===== src/rtl/core/hc3_pkg.sv =====
// ----------------------------------------------------------------------------
// hc3_pkg
// Shared types, constants and mod-26 helpers for the 3x3 hill cipher unit.
// ----------------------------------------------------------------------------
package hc3_pkg;

  localparam int MODULUS = 26;
  localparam logic [4:0] PAD_LETTER = 5'd23;

  typedef logic [4:0] letter_t;
  typedef letter_t [8:0] matrix_t;
  typedef logic [2:0][14:0] key_rows_t;

  localparam logic [1:0] REG_KEY_ROW_0   = 2'd0;
  localparam logic [1:0] REG_KEY_ROW_1   = 2'd1;
  localparam logic [1:0] REG_KEY_ROW_2   = 2'd2;
  localparam logic [1:0] REG_CIPHER_MODE = 2'd3;

  localparam key_rows_t KEY_RESET = {15'd15924, 15'd10765, 15'd1798};

  // inverse of the reset key, entry r*3+c
  localparam matrix_t INV_RESET = {5'd8, 5'd12, 5'd21,
                                   5'd21, 5'd8, 5'd21,
                                   5'd10, 5'd5, 5'd8};

  typedef struct packed {
    letter_t [2:0] letters;
    logic          last;
  } block_t;

  typedef struct packed {
    letter_t letter;
    logic    block_end;
    logic    message_end;
    logic    key_error;
  } result_t;

  typedef struct packed {
    logic busy;
    logic valid;
  } inv_status_t;

  // cofactor term: k[a0]*k[a1] - k[b0]*k[b1]
  typedef struct packed {
    logic [3:0] a0;
    logic [3:0] a1;
    logic [3:0] b0;
    logic [3:0] b1;
  } cof_idx_t;

  function automatic letter_t reduce_letter(input letter_t v);
    return (v >= letter_t'(MODULUS)) ? letter_t'(v - letter_t'(MODULUS)) : v;
  endfunction

  // restoring reduction, valid for v below 26 * 128
  function automatic letter_t mod26(input logic [11:0] v);
    logic [11:0] r;
    r = v;
    for (int k = 6; k >= 0; k--) begin
      if (r >= (12'(MODULUS) << k)) begin
        r = r - (12'(MODULUS) << k);
      end
    end
    return r[4:0];
  endfunction

  function automatic letter_t det_inverse(input letter_t d);
    letter_t r;
    case (d)
      5'd1:    r = 5'd1;
      5'd3:    r = 5'd9;
      5'd5:    r = 5'd21;
      5'd7:    r = 5'd15;
      5'd9:    r = 5'd3;
      5'd11:   r = 5'd19;
      5'd15:   r = 5'd7;
      5'd17:   r = 5'd23;
      5'd19:   r = 5'd11;
      5'd21:   r = 5'd5;
      5'd23:   r = 5'd17;
      5'd25:   r = 5'd25;
      default: r = 5'd0;
    endcase
    return r;
  endfunction

  function automatic cof_idx_t cof_index(input logic [3:0] n);
    cof_idx_t c;
    case (n)
      4'd0:    c = '{a0: 4'd4, a1: 4'd8, b0: 4'd5, b1: 4'd7};
      4'd1:    c = '{a0: 4'd2, a1: 4'd7, b0: 4'd1, b1: 4'd8};
      4'd2:    c = '{a0: 4'd1, a1: 4'd5, b0: 4'd2, b1: 4'd4};
      4'd3:    c = '{a0: 4'd5, a1: 4'd6, b0: 4'd3, b1: 4'd8};
      4'd4:    c = '{a0: 4'd0, a1: 4'd8, b0: 4'd2, b1: 4'd6};
      4'd5:    c = '{a0: 4'd2, a1: 4'd3, b0: 4'd0, b1: 4'd5};
      4'd6:    c = '{a0: 4'd3, a1: 4'd7, b0: 4'd4, b1: 4'd6};
      4'd7:    c = '{a0: 4'd1, a1: 4'd6, b0: 4'd0, b1: 4'd7};
      4'd8:    c = '{a0: 4'd0, a1: 4'd4, b0: 4'd1, b1: 4'd3};
      default: c = '{a0: 4'd0, a1: 4'd0, b0: 4'd0, b1: 4'd0};
    endcase
    return c;
  endfunction

endpackage


===== src/rtl/core/hc3_front.sv =====
// ----------------------------------------------------------------------------
// hc3_front
// Collects letters into blocks of three, pads a block closed by a last item.
// ----------------------------------------------------------------------------
module hc3_front (
  input  logic              clk,
  input  logic              rst,
  input  logic              push,
  input  hc3_pkg::letter_t  letter,
  input  logic              last,
  input  logic              stall,
  input  logic              q_full,
  output logic              full,
  output logic              q_push,
  output hc3_pkg::block_t   q_block
);

  logic [1:0]       count;
  hc3_pkg::letter_t held [2];
  logic             accept;
  logic             closes;

  assign full   = q_full || stall;
  assign accept = push && !full;
  assign closes = last || (count == 2'd2);
  assign q_push = accept && closes;

  always_comb begin
    q_block.last       = last;
    q_block.letters[0] = (count == 2'd0) ? letter : held[0];
    q_block.letters[1] = (count == 2'd0) ? hc3_pkg::PAD_LETTER :
                         (count == 2'd1) ? letter : held[1];
    q_block.letters[2] = (count == 2'd2) ? letter : hc3_pkg::PAD_LETTER;
  end

  always_ff @(posedge clk) begin
    if (rst) begin
      count <= 2'd0;
    end else if (accept) begin
      if (closes) begin
        count <= 2'd0;
      end else begin
        held[count[0]] <= letter;
        count          <= count + 2'd1;
      end
    end
  end

endmodule


===== src/rtl/core/hc3_block_queue.sv =====
// ----------------------------------------------------------------------------
// hc3_block_queue
// Two-entry queue of letter blocks between the front and the back.
// ----------------------------------------------------------------------------
module hc3_block_queue (
  input  logic            clk,
  input  logic            rst,
  input  logic            push,
  input  hc3_pkg::block_t din,
  input  logic            pop,
  output logic            full,
  output logic            empty,
  output hc3_pkg::block_t head
);

  localparam int DEPTH = 2;
  localparam int PTR_W = $clog2(DEPTH);

  hc3_pkg::block_t    mem [DEPTH];
  logic [PTR_W-1:0]   wptr;
  logic [PTR_W-1:0]   rptr;
  logic [PTR_W:0]     count;
  logic               do_push;
  logic               do_pop;

  assign full    = (count == (PTR_W + 1)'(DEPTH));
  assign empty   = (count == '0);
  assign head    = mem[rptr];
  assign do_push = push && !full;
  assign do_pop  = pop && !empty;

  always_ff @(posedge clk) begin
    if (do_push) begin
      mem[wptr] <= din;
    end
  end

  always_ff @(posedge clk) begin
    if (rst) begin
      wptr  <= '0;
      rptr  <= '0;
      count <= '0;
    end else begin
      if (do_push) begin
        wptr <= wptr + 1'b1;
      end
      if (do_pop) begin
        rptr <= rptr + 1'b1;
      end
      count <= count + (PTR_W + 1)'(do_push) - (PTR_W + 1)'(do_pop);
    end
  end

endmodule


===== src/rtl/core/hc3_inverse.sv =====
// ----------------------------------------------------------------------------
// hc3_inverse
// Sequencer that forms the mod-26 inverse key from the adjugate and the
// determinant inverse, one cofactor or product per cycle.
// ----------------------------------------------------------------------------
module hc3_inverse (
  input  logic                 clk,
  input  logic                 rst,
  input  logic                 start,
  input  hc3_pkg::key_rows_t   key_rows,
  output hc3_pkg::matrix_t     inv_key,
  output hc3_pkg::inv_status_t status
);

  typedef enum logic [2:0] {S_IDLE, S_COF, S_DET, S_SCALE, S_COMMIT} state_t;

  state_t             state;
  logic [3:0]         cnt;
  logic               valid;
  hc3_pkg::letter_t   km  [9];
  hc3_pkg::letter_t   adj [9];
  logic [9:0]         p_pos;
  logic [9:0]         p_neg;
  hc3_pkg::letter_t   det_acc;
  hc3_pkg::letter_t   det_next;
  hc3_pkg::letter_t   dinv;
  hc3_pkg::cof_idx_t  ci;
  logic [9:0]         det_prod;
  logic [9:0]         scale_prod;
  logic [3:0]         det_col;

  always_comb begin
    for (int i = 0; i < 9; i++) begin
      km[i] = hc3_pkg::reduce_letter(key_rows[i / 3][5 * (i % 3) +: 5]);
    end
    ci         = hc3_pkg::cof_index(cnt);
    det_col    = 4'(cnt[1:0]) * 4'd3;
    det_prod   = 10'(km[4'(cnt[1:0])]) * 10'(adj[det_col]);
    det_next   = hc3_pkg::mod26(12'(det_acc) + 12'(det_prod));
    scale_prod = 10'(adj[cnt]) * 10'(dinv);
  end

  assign status.busy  = (state != S_IDLE);
  assign status.valid = valid;

  always_ff @(posedge clk) begin
    if (rst) begin
      state   <= S_IDLE;
      cnt     <= 4'd0;
      valid   <= 1'b1;
      inv_key <= hc3_pkg::INV_RESET;
    end else if (start) begin
      state <= S_COF;
      cnt   <= 4'd0;
    end else begin
      case (state)
        S_IDLE: begin
          cnt <= 4'd0;
        end
        S_COF: begin
          if (cnt < 4'd9) begin
            p_pos <= 10'(km[ci.a0]) * 10'(km[ci.a1]);
            p_neg <= 10'(km[ci.b0]) * 10'(km[ci.b1]);
          end
          if (cnt != 4'd0) begin
            adj[cnt - 4'd1] <= hc3_pkg::mod26(12'(p_pos)
                               + 12'(hc3_pkg::MODULUS * hc3_pkg::MODULUS) - 12'(p_neg));
          end
          if (cnt == 4'd9) begin
            state   <= S_DET;
            cnt     <= 4'd0;
            det_acc <= '0;
          end else begin
            cnt <= cnt + 4'd1;
          end
        end
        S_DET: begin
          det_acc <= det_next;
          if (cnt == 4'd2) begin
            dinv  <= hc3_pkg::det_inverse(det_next);
            state <= S_SCALE;
            cnt   <= 4'd0;
          end else begin
            cnt <= cnt + 4'd1;
          end
        end
        S_SCALE: begin
          adj[cnt] <= hc3_pkg::mod26(12'(scale_prod));
          if (cnt == 4'd8) begin
            state <= S_COMMIT;
            cnt   <= 4'd0;
          end else begin
            cnt <= cnt + 4'd1;
          end
        end
        S_COMMIT: begin
          if (dinv != '0) begin
            valid <= 1'b1;
            for (int i = 0; i < 9; i++) begin
              inv_key[i] <= adj[i];
            end
          end else begin
            valid <= 1'b0;
          end
          state <= S_IDLE;
        end
        default: begin
          state <= S_IDLE;
        end
      endcase
    end
  end

endmodule


===== src/rtl/core/hc3_back.sv =====
// ----------------------------------------------------------------------------
// hc3_back
// Takes one row of the key or its inverse per cycle against the head block
// while the output queue has room, and queues each dot product mod 26.
// ----------------------------------------------------------------------------
module hc3_back (
  input  logic               clk,
  input  logic               rst,
  input  logic               q_empty,
  input  hc3_pkg::block_t    q_head,
  output logic               q_pop,
  input  hc3_pkg::key_rows_t key_rows,
  input  hc3_pkg::matrix_t   inv_key,
  input  logic               decrypt,
  input  logic               inv_valid,
  input  logic               pop,
  output logic               empty,
  output hc3_pkg::result_t   head
);

  localparam int OUT_DEPTH = 4;
  localparam int PTR_W     = $clog2(OUT_DEPTH);

  logic [1:0]        row;
  logic              issue;
  logic              err;
  hc3_pkg::letter_t  kv [3];
  hc3_pkg::letter_t  bl [3];
  logic [9:0]        prod [3];
  logic [10:0]       sum_next;
  logic              s1_valid;
  logic [10:0]       s1_sum;
  logic              s1_bend;
  logic              s1_mend;
  logic              s1_err;
  hc3_pkg::result_t  wr_item;
  hc3_pkg::result_t  mem [OUT_DEPTH];
  logic [PTR_W-1:0]  wptr;
  logic [PTR_W-1:0]  rptr;
  logic [PTR_W:0]    ocount;
  logic              do_pop;

  assign err    = decrypt && !inv_valid;
  assign issue  = !q_empty && ((32'(ocount) + 32'(s1_valid)) < OUT_DEPTH);
  assign q_pop  = issue && (row == 2'd2);
  assign empty  = (ocount == '0);
  assign head   = mem[rptr];
  assign do_pop = pop && !empty;

  always_comb begin
    for (int j = 0; j < 3; j++) begin
      bl[j]   = hc3_pkg::reduce_letter(q_head.letters[j]);
      kv[j]   = decrypt ? inv_key[4'(row) * 4'd3 + 4'(j)]
                        : hc3_pkg::reduce_letter(key_rows[row][5 * j +: 5]);
      prod[j] = 10'(kv[j]) * 10'(bl[j]);
    end
    sum_next = 11'(prod[0]) + 11'(prod[1]) + 11'(prod[2]);
    wr_item.letter      = s1_err ? '0 : hc3_pkg::mod26(12'(s1_sum));
    wr_item.block_end   = s1_bend;
    wr_item.message_end = s1_mend;
    wr_item.key_error   = s1_err;
  end

  always_ff @(posedge clk) begin
    if (issue) begin
      s1_sum  <= sum_next;
      s1_bend <= (row == 2'd2);
      s1_mend <= (row == 2'd2) && q_head.last;
      s1_err  <= err;
    end
    if (s1_valid) begin
      mem[wptr] <= wr_item;
    end
  end

  always_ff @(posedge clk) begin
    if (rst) begin
      row      <= 2'd0;
      s1_valid <= 1'b0;
      wptr     <= '0;
      rptr     <= '0;
      ocount   <= '0;
    end else begin
      s1_valid <= issue;
      if (issue) begin
        row <= (row == 2'd2) ? 2'd0 : row + 2'd1;
      end
      if (s1_valid) begin
        wptr <= wptr + 1'b1;
      end
      if (do_pop) begin
        rptr <= rptr + 1'b1;
      end
      ocount <= ocount + (PTR_W + 1)'(s1_valid) - (PTR_W + 1)'(do_pop);
    end
  end

endmodule


===== src/rtl/core/hill_cipher_3x3_mod26_unit.sv =====
// ----------------------------------------------------------------------------
// hill_cipher_3x3_mod26_unit
// Hill cipher over 26 letters with a 3x3 key; blocks of three letters are
// multiplied by the key or its mod-26 inverse.
//
//   channel  direction  handshake         payload
//   input    in         push / full       in_letter, in_last
//   result   out        empty / pop       out_letter, block_end, message_end,
//                                         key_error
//   config   in         cfg_write         cfg_index, cfg_data
//
// one letter accepted per cycle while full is low; each block gives three
// results, one per cycle from the row unit while the result queue has room.
// a key row write starts an inverse pass (9 cofactors, 3 determinant terms,
// 9 scaling products), during which full is high.
// reset is synchronous; the inverse of the reset key is loaded directly.
// a stalled result side fills the 4-entry result queue and the 2-entry block
// queue, then full rises.
// ----------------------------------------------------------------------------
module hill_cipher_3x3_mod26_unit (
  input  logic        clk,
  input  logic        rst,
  input  logic        push,
  output logic        full,
  input  logic [4:0]  in_letter,
  input  logic        in_last,
  output logic        empty,
  input  logic        pop,
  output logic [4:0]  out_letter,
  output logic        block_end,
  output logic        message_end,
  output logic        key_error,
  input  logic        cfg_write,
  input  logic [1:0]  cfg_index,
  input  logic [14:0] cfg_data
);

  hc3_pkg::key_rows_t   key_rows;
  logic                 cipher_mode;
  logic                 key_write;
  logic                 stall;
  hc3_pkg::inv_status_t inv_status;
  hc3_pkg::matrix_t     inv_key;
  logic                 q_push;
  logic                 q_pop;
  logic                 q_full;
  logic                 q_empty;
  hc3_pkg::block_t      q_block;
  hc3_pkg::block_t      q_head;
  hc3_pkg::result_t     result;

  assign key_write = cfg_write && (cfg_index != hc3_pkg::REG_CIPHER_MODE);
  assign stall     = inv_status.busy || key_write;

  always_ff @(posedge clk) begin
    if (rst) begin
      key_rows    <= hc3_pkg::KEY_RESET;
      cipher_mode <= 1'b0;
    end else if (cfg_write) begin
      case (cfg_index)
        hc3_pkg::REG_KEY_ROW_0:   key_rows[0] <= cfg_data;
        hc3_pkg::REG_KEY_ROW_1:   key_rows[1] <= cfg_data;
        hc3_pkg::REG_KEY_ROW_2:   key_rows[2] <= cfg_data;
        hc3_pkg::REG_CIPHER_MODE: cipher_mode <= cfg_data[0];
        default: begin
        end
      endcase
    end
  end

  hc3_inverse u_inverse (
    .clk      (clk),
    .rst      (rst),
    .start    (key_write),
    .key_rows (key_rows),
    .inv_key  (inv_key),
    .status   (inv_status)
  );

  hc3_front u_front (
    .clk     (clk),
    .rst     (rst),
    .push    (push),
    .letter  (in_letter),
    .last    (in_last),
    .stall   (stall),
    .q_full  (q_full),
    .full    (full),
    .q_push  (q_push),
    .q_block (q_block)
  );

  hc3_block_queue u_queue (
    .clk   (clk),
    .rst   (rst),
    .push  (q_push),
    .din   (q_block),
    .pop   (q_pop),
    .full  (q_full),
    .empty (q_empty),
    .head  (q_head)
  );

  hc3_back u_back (
    .clk       (clk),
    .rst       (rst),
    .q_empty   (q_empty),
    .q_head    (q_head),
    .q_pop     (q_pop),
    .key_rows  (key_rows),
    .inv_key   (inv_key),
    .decrypt   (cipher_mode),
    .inv_valid (inv_status.valid),
    .pop       (pop),
    .empty     (empty),
    .head      (result)
  );

  assign out_letter  = result.letter;
  assign block_end   = result.block_end;
  assign message_end = result.message_end;
  assign key_error   = result.key_error;

  // no item enters while the inverse key is being rebuilt
  a_no_accept_busy: assert property (@(posedge clk) disable iff (rst)
    (push && !full) |-> !inv_status.busy)
    else $error("item accepted during inverse pass");

  a_error_zero: assert property (@(posedge clk) disable iff (rst)
    (!empty && key_error) |-> (out_letter == 5'd0))
    else $error("key error result carries a nonzero letter");

  a_msg_end_block: assert property (@(posedge clk) disable iff (rst)
    (!empty && message_end) |-> block_end)
    else $error("message end outside a block end");

  a_letter_range: assert property (@(posedge clk) disable iff (rst)
    !empty |-> (out_letter < 5'd26))
    else $error("result letter out of range");

endmodule


===== config.mk =====
export PLATFORM = sky130hd
export DESIGN_NAME = hill_cipher_3x3_mod26_unit
export DESIGN_NICKNAME = d
export VERILOG_FILES = /design/src/rtl/core/hc3_pkg.sv /design/src/rtl/core/hc3_front.sv /design/src/rtl/core/hc3_block_queue.sv /design/src/rtl/core/hc3_inverse.sv /design/src/rtl/core/hc3_back.sv /design/src/rtl/core/hill_cipher_3x3_mod26_unit.sv
export SDC_FILE = /design/constraint.sdc
export NUM_CORES = 1
export LEC_CHECK = 0
export ABC_CLOCK_PERIOD_IN_PS = 14800
export BUFFER_PORTS_ARGS = -buffer_cell sky130_fd_sc_hd__buf_2
export CAP_MARGIN = 20
export CORE_ASPECT_RATIO = 1.2
export CORE_MARGIN = 3
export CORE_UTILIZATION = 57
export CTS_BUF_LIST = sky130_fd_sc_hd__clkbuf_16
export DETAILED_ROUTE_END_ITERATION = 8
export PLACE_DENSITY = 0.73
export SYNTH_ARGS = -nofsm -noshare
export SYNTH_HDL_FRONTEND = slang
export SYNTH_SLANG_ARGS = --single-unit

===== constraint.sdc =====
create_clock -name clk -period 14.8 [get_ports clk]
set_input_delay 1.48 -clock clk [delete_from_list [all_inputs] [get_ports clk]]
set_output_delay 1.48 -clock clk [all_outputs]
set_load 0.05 [all_outputs]

---- Word level (Yosys, flattened, before mapping) ----
Memories as Yosys holds them, arrays and structs flattened. A register that Yosys moved wholly into a read port is not among the register bits.
Cells that the tools add are included.
W data, S select, Z words.
cells by class
  $add $sub $neg .......................... 62
  multiply operators ...................... 9
  magnitude comparators ................... 53
  equality and inequality tests ........... 22
  muxes and demuxes ....................... 161
  bitwise logic cells ..................... 8
  reductions and logical operators ........ 41
operators by type and width
  cell                      count
  $mux W12                  62
  $mux W5                   49
  $bmux W5 S4               8
  $ge A5 B5 Y1 const B      20
  $sub A5 B5 Y5 const B     19
  $mul A5 B5 Y10            7
  $ge A12 B5 Y1 const B     4
  $ge A12 B6 Y1 const B     4
  $ge A12 B7 Y1 const B     4
  $ge A12 B8 Y1 const B     4
  $ge A12 B9 Y1 const B     4
  $sub A12 B6 Y12 const B   4
  $sub A12 B7 Y12 const B   4
  $sub A12 B8 Y12 const B   4
  $sub A12 B9 Y12 const B   4
  $ge A12 B10 Y1 const B    3
  $sub A12 B10 Y12 const B  3
  $lt A32 B3 Y1 const B     1
  $mux W4                   8
  $bmux W15 S2              1
  $ge A12 B11 Y1 const B    2
  $sub A12 B11 Y12 const B  2
  $mux W1                   22
  $not A4 Y5                4
  55 further kinds          109
storage, ports and cells
  register bits ........................... 109
  bits in writable memories ............... 119
  ROM bits ................................ 384
  bits of input ports ..................... 28
  output and inout port bits .............. 10
  logic and storage cells ................. 386
  memories ................................ 6
memories
  name              depth  width  rd ports  clocked after Yosys merged registers in  write ports  RTL line               text
  (name not given)  16     14     1         1                                        0            hc3_pkg.sv:89          case (n)
  (name not given)  32     5      1         1                                        0            hc3_pkg.sv:69          case (d)
  u_inverse.adj     9      5      11        10                                       1            hc3_inverse.sv:21      hc3_pkg::letter_t adj [9];
  u_back.mem        4      8      1         1                                        1            hc3_back.sv:37         hc3_pkg::result_t mem [OUT_DEPTH];
  u_queue.mem       2      16     1         1                                        1            hc3_block_queue.sv:19  hc3_pkg::block_t mem [DEPTH];
  u_front.held      2      5      2         0                                        1            hc3_front.sv:19        hc3_pkg::letter_t held [2];

---- Depth between registers and ports, before layout ----
Gate-level depths: netlist of the first run.
  depth in word-level cells ............... 45
  mapped depth ............................ 56
  depth with buffers taken out ............ 56

---- Modules after synthesis ----
From an unflattened synthesis of the first run, not the netlist that was laid out.
second synthesis, totals
  cell total of the unflattened synthesis .. 3,181
  area total of the unflattened synthesis .. 30,281.5 sq um
by module, submodules not included
  module                      times used  cells an instance  area each (sq um)
  hc3_inverse                 1           2,018              18,376.4
  hc3_back                    1           848                7,930.1
  hill_cipher_3x3_mod26_unit  1           185                1,898.1
  hc3_block_queue             1           77                 1,388.8
  hc3_front                   1           53                 688.2

---- Least setup slack after synthesis of the first run ----
Ideal clock, no wire load.
  path kind ............................... register to register
  from .................................... register u_inverse.cnt[0]
  to ...................................... register u_inverse.dinv[4] (data pin)
  setup time .............................. 0.158 ns
  arrival ................................. 11.715 ns
  setup slack ............................. 2.927 ns
  stages on the path, launching flop included .. 49
  buffers on the path ..................... 7
  cell sequence ........................... dfxtp_1 -> clkbuf_1 -> clkbuf_1 -> inv_1 -> ha_1 -> clkbuf_1 -> clkbuf_1 -> mux4_2 -> mux4_2 -> and2_1 -> fa_1 -> inv_1 -> fa_1 -> fa_1 -> inv_1 -> ha_1 -> and2_1 -> a221o_1 -> [13 not listed] -> xnor2_1 -> inv_1 -> ha_1 -> a31oi_1 -> nor2_1 -> o311a_1 -> a311o_1 -> o21a_1 -> nor3_2 -> or2_1 -> buf_4 -> nor3_1 -> or3_1 -> buf_4 -> or3_1 -> a211oi_2 -> o21ai_1 -> a211oi_2
between the ends
  cells in the longest elaborated chain, start to end .. 20
  elaborated cells on any way between the ends .. 31
  those cells by class .................... add/sub (8); mul (2); order compare (7); eq/ne (1); mux (10); bitwise (1); reduce/logical (1); memory (1)
RTL lines
  what                                                                       RTL line           text
  start, declared                                                            hc3_inverse.sv:18  logic [3:0] cnt;
  start signal, assigned                                                     hc3_inverse.sv:74  cnt <= cnt + 4'd1;
  start signal, assigned                                                     hc3_inverse.sv:84  cnt <= cnt + 4'd1;
  start signal, assigned                                                     hc3_inverse.sv:93  cnt <= cnt + 4'd1;
  parallel branches: the longest is 20 deep, another holds $sub A12 B11 Y12  -
  end, declared                                                              hc3_inverse.sv:26  hc3_pkg::letter_t dinv;
Parallel ways; which one is timed is not known. The select of a mux whose other input is x is not followed.
A chain may end at the register's enable or synchronous reset.

---- Worst setup path in the final report of the first run ----
  from .................................... register u_inverse.p_pos[4]
  to ...................................... memory u_inverse.adj[8][3] (netlist name) (data pin)
between the ends
  cells in the longest elaborated chain, start to end .. 45
  elaborated cells on any way between the ends .. 52
  those cells by class .................... add/sub (9); order compare (7); mux (36)
RTL lines
  what                                                RTL line                      text
  start, declared                                     hc3_inverse.sv:22             logic [9:0] p_pos;
  start signal, assigned                              hc3_inverse.sv:62             p_pos <= 10'(km[ci.a0]) * 10'(km[ci.a1]);
  $add A10 B10 Y11 (*)                                hc3_inverse.sv:67             + 12'(hc3_pkg::MODULUS * hc3_pkg::MODULUS) - 12'(p_neg));
  $sub A12 B10 Y12 (*)                                hc3_inverse.sv:67
  $sub A12 B11 Y12 or $ge A12 B11 Y1 (tied branches)  hc3_pkg.sv:61, hc3_pkg.sv:60
  $mux W12 (*)                                        hc3_pkg.sv:60                 if (r >= (12'(MODULUS) << k)) begin
  $mux W12 (*)                                        hc3_inverse.sv:65             if (cnt != 4'd0) begin
  $mux W12 (*)                                        hc3_inverse.sv:56             case (state)
  $mux W12 (*)                                        hc3_inverse.sv:52             end else if (start) begin
  $mux W12 (*)                                        hc3_inverse.sv:47             if (rst) begin
  [29 not listed]                                     -
  $mux W12 (*)                                        hc3_inverse.sv:47
  $ge A12 B5 Y1 or $sub A5 B5 Y5 (tied branches)      hc3_pkg.sv:60, hc3_pkg.sv:61
  $mux W5 (*)                                         hc3_pkg.sv:60
  $mux W5 (*)                                         hc3_inverse.sv:65
  $mux W5 (*)                                         hc3_inverse.sv:56
  $mux W5 (*)                                         hc3_inverse.sv:52
  $mux W5 (*)                                         hc3_inverse.sv:47
  $mux W5 (no source line) (*)                        -
  end, declared                                       hc3_inverse.sv:21
Every way passes the cells marked *; elsewhere a longest branch is shown, timed or not. The select of a mux whose other input is x is not followed.

==> results of run 1 <==
==> final cells by class <==
| cell class | count | area (um^2) |
|---|---|---|
| Multi-Input combinational cell | 2551 | 20500 |
| Fill cell | 4365 | 20200 |
| Sequential cell | 334 | 8670 |
| Inverter | 267 | 1000 |
| Clock buffer | 38 | 951 |
| Tap cell | 705 | 882 |
| Timing Repair Buffer | 55 | 374 |
| Clock inverter | 29 | 251 |
| Antenna cell | 2 | 5.00 |
==> logic make-up after synthesis <==
family | count (synthesis)
AO/OA/AOI/OAI | 775
XOR/XNOR | 100
adder cells (fa/ha/maj) | 311
buffers and inverters | 381
flip-flops | 334
multiplexers | 228
AND/OR/NAND/NOR | 1137
==> worst max-delay path, delay by kind of cell, from the launching register on <==
kind,cells,cell delay [ns]
muxes,1,0.28
adders and majority gates,8,2.25
AOI/OAI and AO/OA,11,4.05
and+or+nand+nor,23,4.21
xor gates and xnor gates,5,1.26
buffers and inverters,5,0.54
DFF,1,0.43
==> power breakdown <==
group          total, mW  switching, mW  internal, mW  leakage [nW]
registers           1.47         0.0639          1.41          2.90
clock network      0.917          0.392         0.525         0.625
logic               5.69           3.48          2.21          9.52
==> final timing paths <==
| check | depth (start not counted) | endpoint | slack, ns |
|---|---|---|---|
| worst min-delay path | 2 | u_inverse.inv_key[2] | 0.46 |
| worst max register to register | 53 | u_inverse.adj[8][3] | 1.37 |
| worst min register to register | 2 | u_inverse.inv_key[2] | 0.46 |
| worst max-delay path | 53 | u_inverse.adj[8][3] | 1.37 |
==> synthesized netlist by cell type, types with 11 or more instances <==
| library cell | n | area [um^2] |
|---|---|---|
| xnor2_1 | 75 | 657 |
| a211o_1 | 21 | 184 |
| nor4_1 | 13 | 81.3 |
| nand4_1 | 15 | 93.8 |
| ha_1 | 212 | 2650 |
| nand3_1 | 52 | 260 |
| nand2_1 | 396 | 1490 |
| buf_1 | 15 | 56.3 |
| o211ai_1 | 28 | 210 |
| edfxtp_1 | 198 | 5950 |
| a21oi_1 | 182 | 911 |
| nor2b_1 | 47 | 294 |
| nand3b_1 | 38 | 285 |
| a31oi_1 | 36 | 225 |
| nor3_1 | 68 | 340 |
| clkbuf_1 | 85 | 319 |
| a211oi_1 | 31 | 233 |
| o21a_1 | 37 | 278 |
| or2_2 | 24 | 150 |
| xor2_1 | 21 | 184 |
| fa_1 | 99 | 1980 |
| or3_1 | 24 | 150 |
| a211oi_2 | 13 | 163 |
| o31ai_1 | 19 | 143 |
| inv_1 | 263 | 987 |
| dfxtp_1 | 136 | 2720 |
| nor3b_1 | 15 | 113 |
| and3_1 | 29 | 181 |
| o22ai_1 | 22 | 138 |
| mux2_2 | 32 | 360 |
| nand2b_1 | 34 | 213 |
| mux4_2 | 118 | 2660 |
| nor2_1 | 257 | 965 |
| and2_1 | 66 | 413 |
| o21ai_1 | 17 | 85.1 |
| o211a_1 | 11 | 110 |
| o21bai_1 | 14 | 105 |
| mux2i_1 | 75 | 751 |
| o21ai_0 | 119 | 596 |
| o31a_1 | 11 | 96.3 |
| a21o_1 | 34 | 255 |
==> flip-flops by register name, indices dropped and copies added, names as in the netlist, 11 cells and up, named ones only <==
signal,cells
key_rows,45
u_inverse.adj,80
u_queue.mem,32
u_back.s1_sum,11
u_inverse.ci,14
u_back.mem,32
u_inverse.inv_key,45
==> layer usage <==
layer  routed length (um)  vias to the layer above  share of wire
li1                     -                    11922              -
met2                40300                      938           0.50
met1                33000                    12425           0.40
met3                 4680                      194          0.057
met5                    0                        -              0
met4                 3420                        0          0.042
==> flow_summary.yaml, run 1 <==
global_routing:
  globalRouteMet2Util: 0.494
  grt_usage: 0.284
  grt_pass1_vias: 24799
  grt_max_degree: 70
  grt_pass1_wl_mm: 130
  grt_util_met3: 0.0290
  grt-ovfl-total: 0
  antenna_found_initial: 2
  grt_busiest_layer: "met2"
  use_met1: 0.362
logic_synthesis:
  netlist_instances: 3266
  yosysSeqAreaShare: 0.283
  synth_ff_type: "edfxtp_1"
  muxShareOfSynthArea: 0.125
  synthSimpleGateAreaFrac: 0.183
  synth_cell_types: 127
  syn_area_per_cell_um2: 9.39
  async_flop_share: 0
  synth-compound-area-share: 0.182
  synth_top_family_by_area: "simple AND/OR/NAND/NOR gates"
  synth_fa_ha_area_frac: 0.151
  syn_area_um2: 30700
  ys_ff_latch: 334
  syn-num-nets: 3605
  ys_warn_count: 0
  synthXorXnorAreaFrac: 0.0296
  synth_edf_count: 198
floorplanning:
  rows: 92
  num_io_pins: 38
  die_w_um: 218
  start_util: 0.580
  die_h_um: 260
  dieArea_um2: 56600
  core_um2: 52800
critical_path:
  startpoint_type: "flop"
  reg2reg_from: "u_inverse.p_pos[4]"
  cp.arrival_ns: 13.60
  critPathMaxStageDelay_ns: 1.03
  cp_common_cell: "ha_1"
  crit_type: "flop to flop"
  cp-end-kind: "flop"
  startpoint: "u_inverse.p_pos[4]"
  critPathMaxFanout: 16
  required_ns: 14.98
  critPathSlowestCell: "a32oi_1"
drt:
  via_per_inst: 6.40
  first_pass_iters: 5
  postRouteAntennaNets: 0
  num_vias: 25479
  drt-wirelength-per-cell_um: 20.4
  dr.first_iter.drc_count: 2253
  finalWirelength_mm: 81.4
  drc: 0
placed_design:
  dp.final_hpwl_mm: 64.0
  place_ws_ns: 1.34
  dp_cells: 3909
  gp_congestion: 0.961
  port_buffers: 37
  place_area_um2: 31400
clock_tree:
  postCtsSetupRepairBufs: 0
  postCtsHoldBufs: 0
  cts_inserted_buffers: 37
  cts_root_buf: "clkbuf_16"
  htreeDepth: 2
  clockBufferDepth: 3
  cts_tree: "yes"
  worstSkewPairLatency_ns: 0.57
  cts_resized: 0
  clkSlewWorstSetupHoldPaths_ns: 0.07
  cts.sink_count: 334
timing:
  clock.fmax_mhz: 74.5
  finalSetupViolations: 0
  fin_setup_tns_ns: 0
  fin_skew_ns: 0.0307
  slew_viol_final: 0
  finalHoldViolCount: 0
  relSlewSlack: 0.150
  rsz0062_at_grt: "no"
  worst_hold_slack_ns: 0.464
  period_share: 0.907
  period_minus_slack_ns: 13.43
  tightest_slew_ns: 1.27
  setup_ws_ns: 1.37
layout:
  final_nets: 3585
  fin_area_um2: 32700
  area_growth_syn_to_layout_pct: 6.58
  fin_util: 0.618
  final_common_cell: "nand2_1"
  mostFrequentLayoutCells: "nand2_1, inv_1, nor2_1"
  stdcell_count: 3981
  drive_gt1_frac: 0.116
hold_path:
  hold_start: "u_inverse.inv_key[2]"
  hold_path.class: "flop to flop"
pwr:
  power_leakage_nw: 13.0
  power_mw: 8.08
  ir_drop_mv: 0.759
  p_per_area_nw_per_um2: 247
job:
  maxCapViolCount: 0
outcome:
  status: "finished, final reports clean"
Power figures use the tool's default switching activity.
==> run 2, diff against run 1 <==
--- a/config.mk
+++ b/config.mk
@@ -6,14 +6,14 @@
 export NUM_CORES = 1
 export LEC_CHECK = 0
 export ABC_CLOCK_PERIOD_IN_PS = 14800
-export BUFFER_PORTS_ARGS = -buffer_cell sky130_fd_sc_hd__buf_2
-export CAP_MARGIN = 20
 export CORE_ASPECT_RATIO = 1.2
 export CORE_MARGIN = 3
 export CORE_UTILIZATION = 57
 export CTS_BUF_LIST = sky130_fd_sc_hd__clkbuf_16
+export CTS_CLUSTER_DIAMETER = 50
 export DETAILED_ROUTE_END_ITERATION = 8
-export PLACE_DENSITY = 0.73
+export DONT_BUFFER_PORTS = 1
+export PLACE_DENSITY = 0.72
 export SYNTH_ARGS = -nofsm -noshare
 export SYNTH_HDL_FRONTEND = slang
 export SYNTH_SLANG_ARGS = --single-unit
==> flow_summary.yaml, run 2 (synthesized netlist as in run 1, its figures left out) <==
drt:
  drt-wirelength-per-cell_um: 20.9
  finalWirelength_mm: 82.5
  postRouteAntennaNets: 0
  first_pass_iters: 6
  wl_met3_mm: 5.10
  num_vias: 25443
  wl_met1_mm: 32.8
  via_per_inst: 6.44
  route.top_layer_used: "met4"
  dr.first_iter.drc_count: 2072
  drc: 0
  dr_wl_met2_mm: 40.6
pwr:
  p_per_area_nw_per_um2: 253
  ir_drop_mv: 0.776
  power_leakage_nw: 13.0
clock_tree:
  cts_resized: 0
  cts_inserted_buffers: 41
  clkSlewWorstSetupHoldPaths_ns: 0.06
  cts_root_buf: "clkbuf_16"
  worstSkewPairLatency_ns: 0.58
  htreeDepth: 2
  cts_tree: "yes"
  clockBufferDepth: 3
  postCtsSetupRepairBufs: 0
  cts.sink_count: 334
  postCtsHoldBufs: 0
layout:
  area_growth_syn_to_layout_pct: 6.73
  final_nets: 3549
  reg.largest.list: "u_inverse.adj (80), key_rows (45), u_inverse.inv_key (45)"
  fin_area_um2: 32700
  drive_gt1_frac: 0.112
  largest_reg_flops: 80
  final_common_cell: "nand2_1"
  n_fill_cell: 4344
  mostFrequentLayoutCells: "nand2_1, inv_1, nor2_1"
  top_register: "u_inverse.adj"
  diodes: 0
critical_path:
  startpoint_type: "flop"
  regToRegSetupSlack_ns: 1.16
  cp.arrival_ns: 13.83
  cp-end-kind: "flop"
  required_ns: 14.99
  critPathMaxFanout: 17
  cp_common_cell: "ha_1"
  crit_type: "flop to flop"
  critPathSlowestCell: "dfxtp_1"
  critPathMaxStageDelay_ns: 1.00
floorplanning:
  num_io_pins: 38
  start_util: 0.580
  rows: 92
  dieArea_um2: 56600
  die_w_um: 218
  die_h_um: 260
  core_um2: 52800
global_routing:
  grt_max_degree: 115
  grt_pass1_wl_mm: 132
  grt_pass1_vias: 25153
  grt_usage: 0.289
  antenna_found_initial: 1
  grt-ovfl-total: 0
timing:
  slew_viol_final: 0
  fin_setup_tns_ns: 0
  period_minus_slack_ns: 13.64
  fin_skew_ns: 0.0298
  period_share: 0.922
  finalSetupViolations: 0
  relSlewSlack: 0.161
  rsz0062_at_grt: "no"
  finalHoldViolCount: 0
  tightest_slew_ns: 1.26
  setup_ws_ns: 1.16
  clock.fmax_mhz: 73.3
  worst_hold_slack_ns: 0.471
placed_design:
  place_ws_ns: 1.41
  place_area_um2: 31200
  dp.final_hpwl_mm: 64.3
  port_buffers: 0
  gp_congestion: 0.947
job:
  maxCapViolCount: 0
hold_path:
  hold_path.class: "flop to flop"
outcome:
  status: "finished, final reports clean"
==> run 2: changes by cell type in the layout (fill, tap and decap cells not counted), moves of 2 or more <==
cell       change
bufinv_16      +3
buf_16         -2
clkinv_8       +4
clkbuf_16      +5
clkinv_1       -2
inv_8          +3
buf_2         -36
inv_1          -9
diode_2        -2
==> run 2: critical path: cells and delay by family (launching register included) <==
kind,cells,cell delay [ns]
AOI/OAI and AO/OA,15,4.06
and+or+nand+nor,14,2.81
adders and majority gates,8,2.67
muxes,3,1.43
DFF,1,1.00
xor gates and xnor gates,4,0.89
buffers and inverters,4,0.37
==> run 2: per-layer routing <==
layer,global-route usage,vias to the layer above
met5,0,-
met4,0.132,0
met3,0.0394,239
met2,0.501,945
met1,0.358,12410
li1,-,11849
==> run 2: final cells by class <==
class	instances	area, um^2	area share
repair buffers	15	113	0.00344
flip-flops and latches	334	8670	0.265
inverters	267	1000	0.0306
clock inverters	33	434	0.0133
well taps	705	882	0.0270
clock buffers	43	1080	0.0329
multi-input cells	2551	20500	0.628
==> run 2: power breakdown <==
part | internal, mW | total [mW] | switching [mW]
logic | 2.21 | 5.72 | 3.51
registers | 1.41 | 1.47 | 0.0605
clock network | 0.652 | 1.09 | 0.439
total | 4.27 | 8.28 | 4.01
==> run 2: stage by stage <==
| stage | utilization | power (mW) | cells |
|---|---|---|---|
| 2_1_floorplan | - | 5.94 | 3266 |
| 3_3_place_gp | 0.591 | 6.91 | 3872 |
| 3_5_place_dp | 0.591 | 7.09 | 3872 |
| 4_1_cts | 0.619 | 8.21 | 3948 |
| 5_1_grt | 0.619 | 8.90 | 3948 |
| 6_report | 0.619 | 8.28 | 3948 |
==> run 2: worst paths after layout <==
path | from | endpoint | cells after the start
max | flop | u_inverse.adj[0][3] | 48
min reg2reg | u_inverse.valid | u_inverse.valid | 2
min | u_inverse.valid | u_inverse.valid | 2
max reg2reg | flop | u_inverse.adj[0][3] | 48
==> run 3, diff against run 2 <==
--- a/config.mk
+++ b/config.mk
@@ -13,6 +13,7 @@
 export CTS_CLUSTER_DIAMETER = 50
 export DETAILED_ROUTE_END_ITERATION = 8
 export DONT_BUFFER_PORTS = 1
+export MAX_ROUTING_LAYER = met4
 export PLACE_DENSITY = 0.72
 export SYNTH_ARGS = -nofsm -noshare
 export SYNTH_HDL_FRONTEND = slang
==> flow_summary.yaml, run 3 (synthesized netlist as in run 1, its figures left out) <==
clock_tree:
  htreeDepth: 2
  cts_inserted_buffers: 42
  cts_tree: "yes"
  cts.sink_count: 334
  postCtsHoldBufs: 0
  postCtsSetupRepairBufs: 0
  clockBufferDepth: 3
  clkSlewWorstSetupHoldPaths_ns: 0.06
  cts_root_buf: "clkbuf_16"
  cts_resized: 0
  worstSkewPairLatency_ns: 0.57
global_routing:
  antenna_found_initial: 0
  grt_pass1_wl_mm: 132
  grt-ovfl-total: 0
  grt_max_degree: 115
  grt_pass1_vias: 24844
  grt_usage: 0.297
drt:
  dr.first_iter.drc_count: 1931
  drt-wirelength-per-cell_um: 20.8
  first_pass_iters: 5
  drc: 0
  finalWirelength_mm: 82.3
  via_per_inst: 6.39
  num_vias: 25244
  postRouteAntennaNets: 0
layout:
  final_common_cell: "nand2_1"
  area_growth_syn_to_layout_pct: 6.44
  drive_gt1_frac: 0.110
  largest_reg_flops: 80
  n_fill_cell: 4393
  reg.largest.list: "u_inverse.adj (80), key_rows (45), u_inverse.inv_key (45)"
  fin_area_um2: 32600
  final_nets: 3551
  mostFrequentLayoutCells: "nand2_1, inv_1, nor2_1"
  diodes: 0
  top_register: "u_inverse.adj"
critical_path:
  cp_top_family: "compound AO/OA/AOI/OAI gates"
  required_ns: 14.99
  cp-end-kind: "flop"
  critPathBufInv: 4
  startpoint_type: "flop"
  critPathMaxStageDelay_ns: 1.02
  critPathSlowestCell: "dfxtp_1"
  cp_common_cell: "ha_1"
  critPathMaxFanout: 17
  crit_type: "flop to flop"
  cp.arrival_ns: 13.67
placed_design:
  gp_congestion: 0.958
  port_buffers: 0
  place_ws_ns: 1.42
  place_area_um2: 31200
  dp.final_hpwl_mm: 63.8
hold_path:
  hold_path.class: "flop to flop"
timing:
  fin_skew_ns: 0.0108
  fin_setup_tns_ns: 0
  period_minus_slack_ns: 13.47
  worst_hold_slack_ns: 0.469
  finalHoldViolCount: 0
  relSlewSlack: 0.166
  period_share: 0.910
  clock.fmax_mhz: 74.2
  finalSetupViolations: 0
  slew_viol_final: 0
  tightest_slew_ns: 1.25
  setup_ws_ns: 1.33
  rsz0062_at_grt: "no"
floorplanning:
  dieArea_um2: 56600
  start_util: 0.580
  die_h_um: 260
  die_w_um: 218
  num_io_pins: 38
  core_um2: 52800
  rows: 92
pwr:
  p_seq_frac: 0.179
  power.switching_mw: 3.99
  switching_share: 0.486
  p_per_area_nw_per_um2: 251
  clkPwrFrac: 0.125
  power_leakage_nw: 13.0
  ir_drop_mv: 0.840
  p_int_mw: 4.21
  pwr-share-comb: 0.696
job:
  maxCapViolCount: 0
outcome:
  status: "finished, final reports clean"
[run 3: cell count changes in the layout (fill, tap and decap cells not counted)]
cell and change:
clkinvlp_2 -1, inv_16 +1, inv_1 +7, clkinv_2 +4
bufinv_16 -3, inv_8 -1, clkinv_4 -1, clkinvlp_4 -2
clkinv_16 -1, buf_6 +1, inv_6 -1
[run 3: metrics by stage]
stage,instances,power [mW],util
2_1_floorplan,3266,5.94,-
5_1_grt,3951,8.88,0.618
3_5_place_dp,3872,7.11,0.591
4_1_cts,3950,8.17,0.617
3_3_place_gp,3872,6.91,0.591
6_report,3951,8.20,0.618
[run 3: power groups by stage]
stage                     Clock (mW)  Combinational, mW  Sequential (mW)
final                           1.03               5.71             1.47
after global placement             0               5.43             1.49
after CTS                       1.04               5.66             1.47
after global routing            1.09               6.32             1.48
after floorplan                    0               4.48             1.46
after detailed placement           0               5.62             1.49
[run 3: final timing paths]
| kind | from | end | slack, ns | depth (start not counted) |
|---|---|---|---|---|
| worst max-delay path | flop | u_inverse.adj[9][3] | 1.33 | 48 |
| worst min-delay path | u_inverse.inv_key[16] | u_inverse.inv_key[16] | 0.47 | 2 |
| worst max register to register | flop | u_inverse.adj[9][3] | 1.33 | 48 |
| worst min register to register | u_inverse.inv_key[16] | u_inverse.inv_key[16] | 0.47 | 2 |
[run 3: cell type report]
type	count	area [um^2]	share of cell area
flip-flops and latches	334	8670	0.266
clock inverters	35	332	0.0102
repair buffers	16	124	0.00380
clock buffers	43	1080	0.0330
inverters	267	1000	0.0307
well taps	705	882	0.0270
multi-input cells	2551	20500	0.630
[run 3: metal layers]
| metal | track usage | wire length, um | part of all wire |
|---|---|---|---|
| met2 | 0.503 | 40900 | 0.50 |
| met4 | 0.107 | 3080 | 0.037 |
| met3 | 0.0446 | 5210 | 0.063 |
| met1 | 0.362 | 33100 | 0.40 |
| met5 | - | 0 | 0 |
[run 3: tightest hold or removal path: cells and delay by family, from the launching register on]
kind,cells,cell delay [ns]
flops,1,0.32
compound gates,1,0.05
simple gates,1,0.05
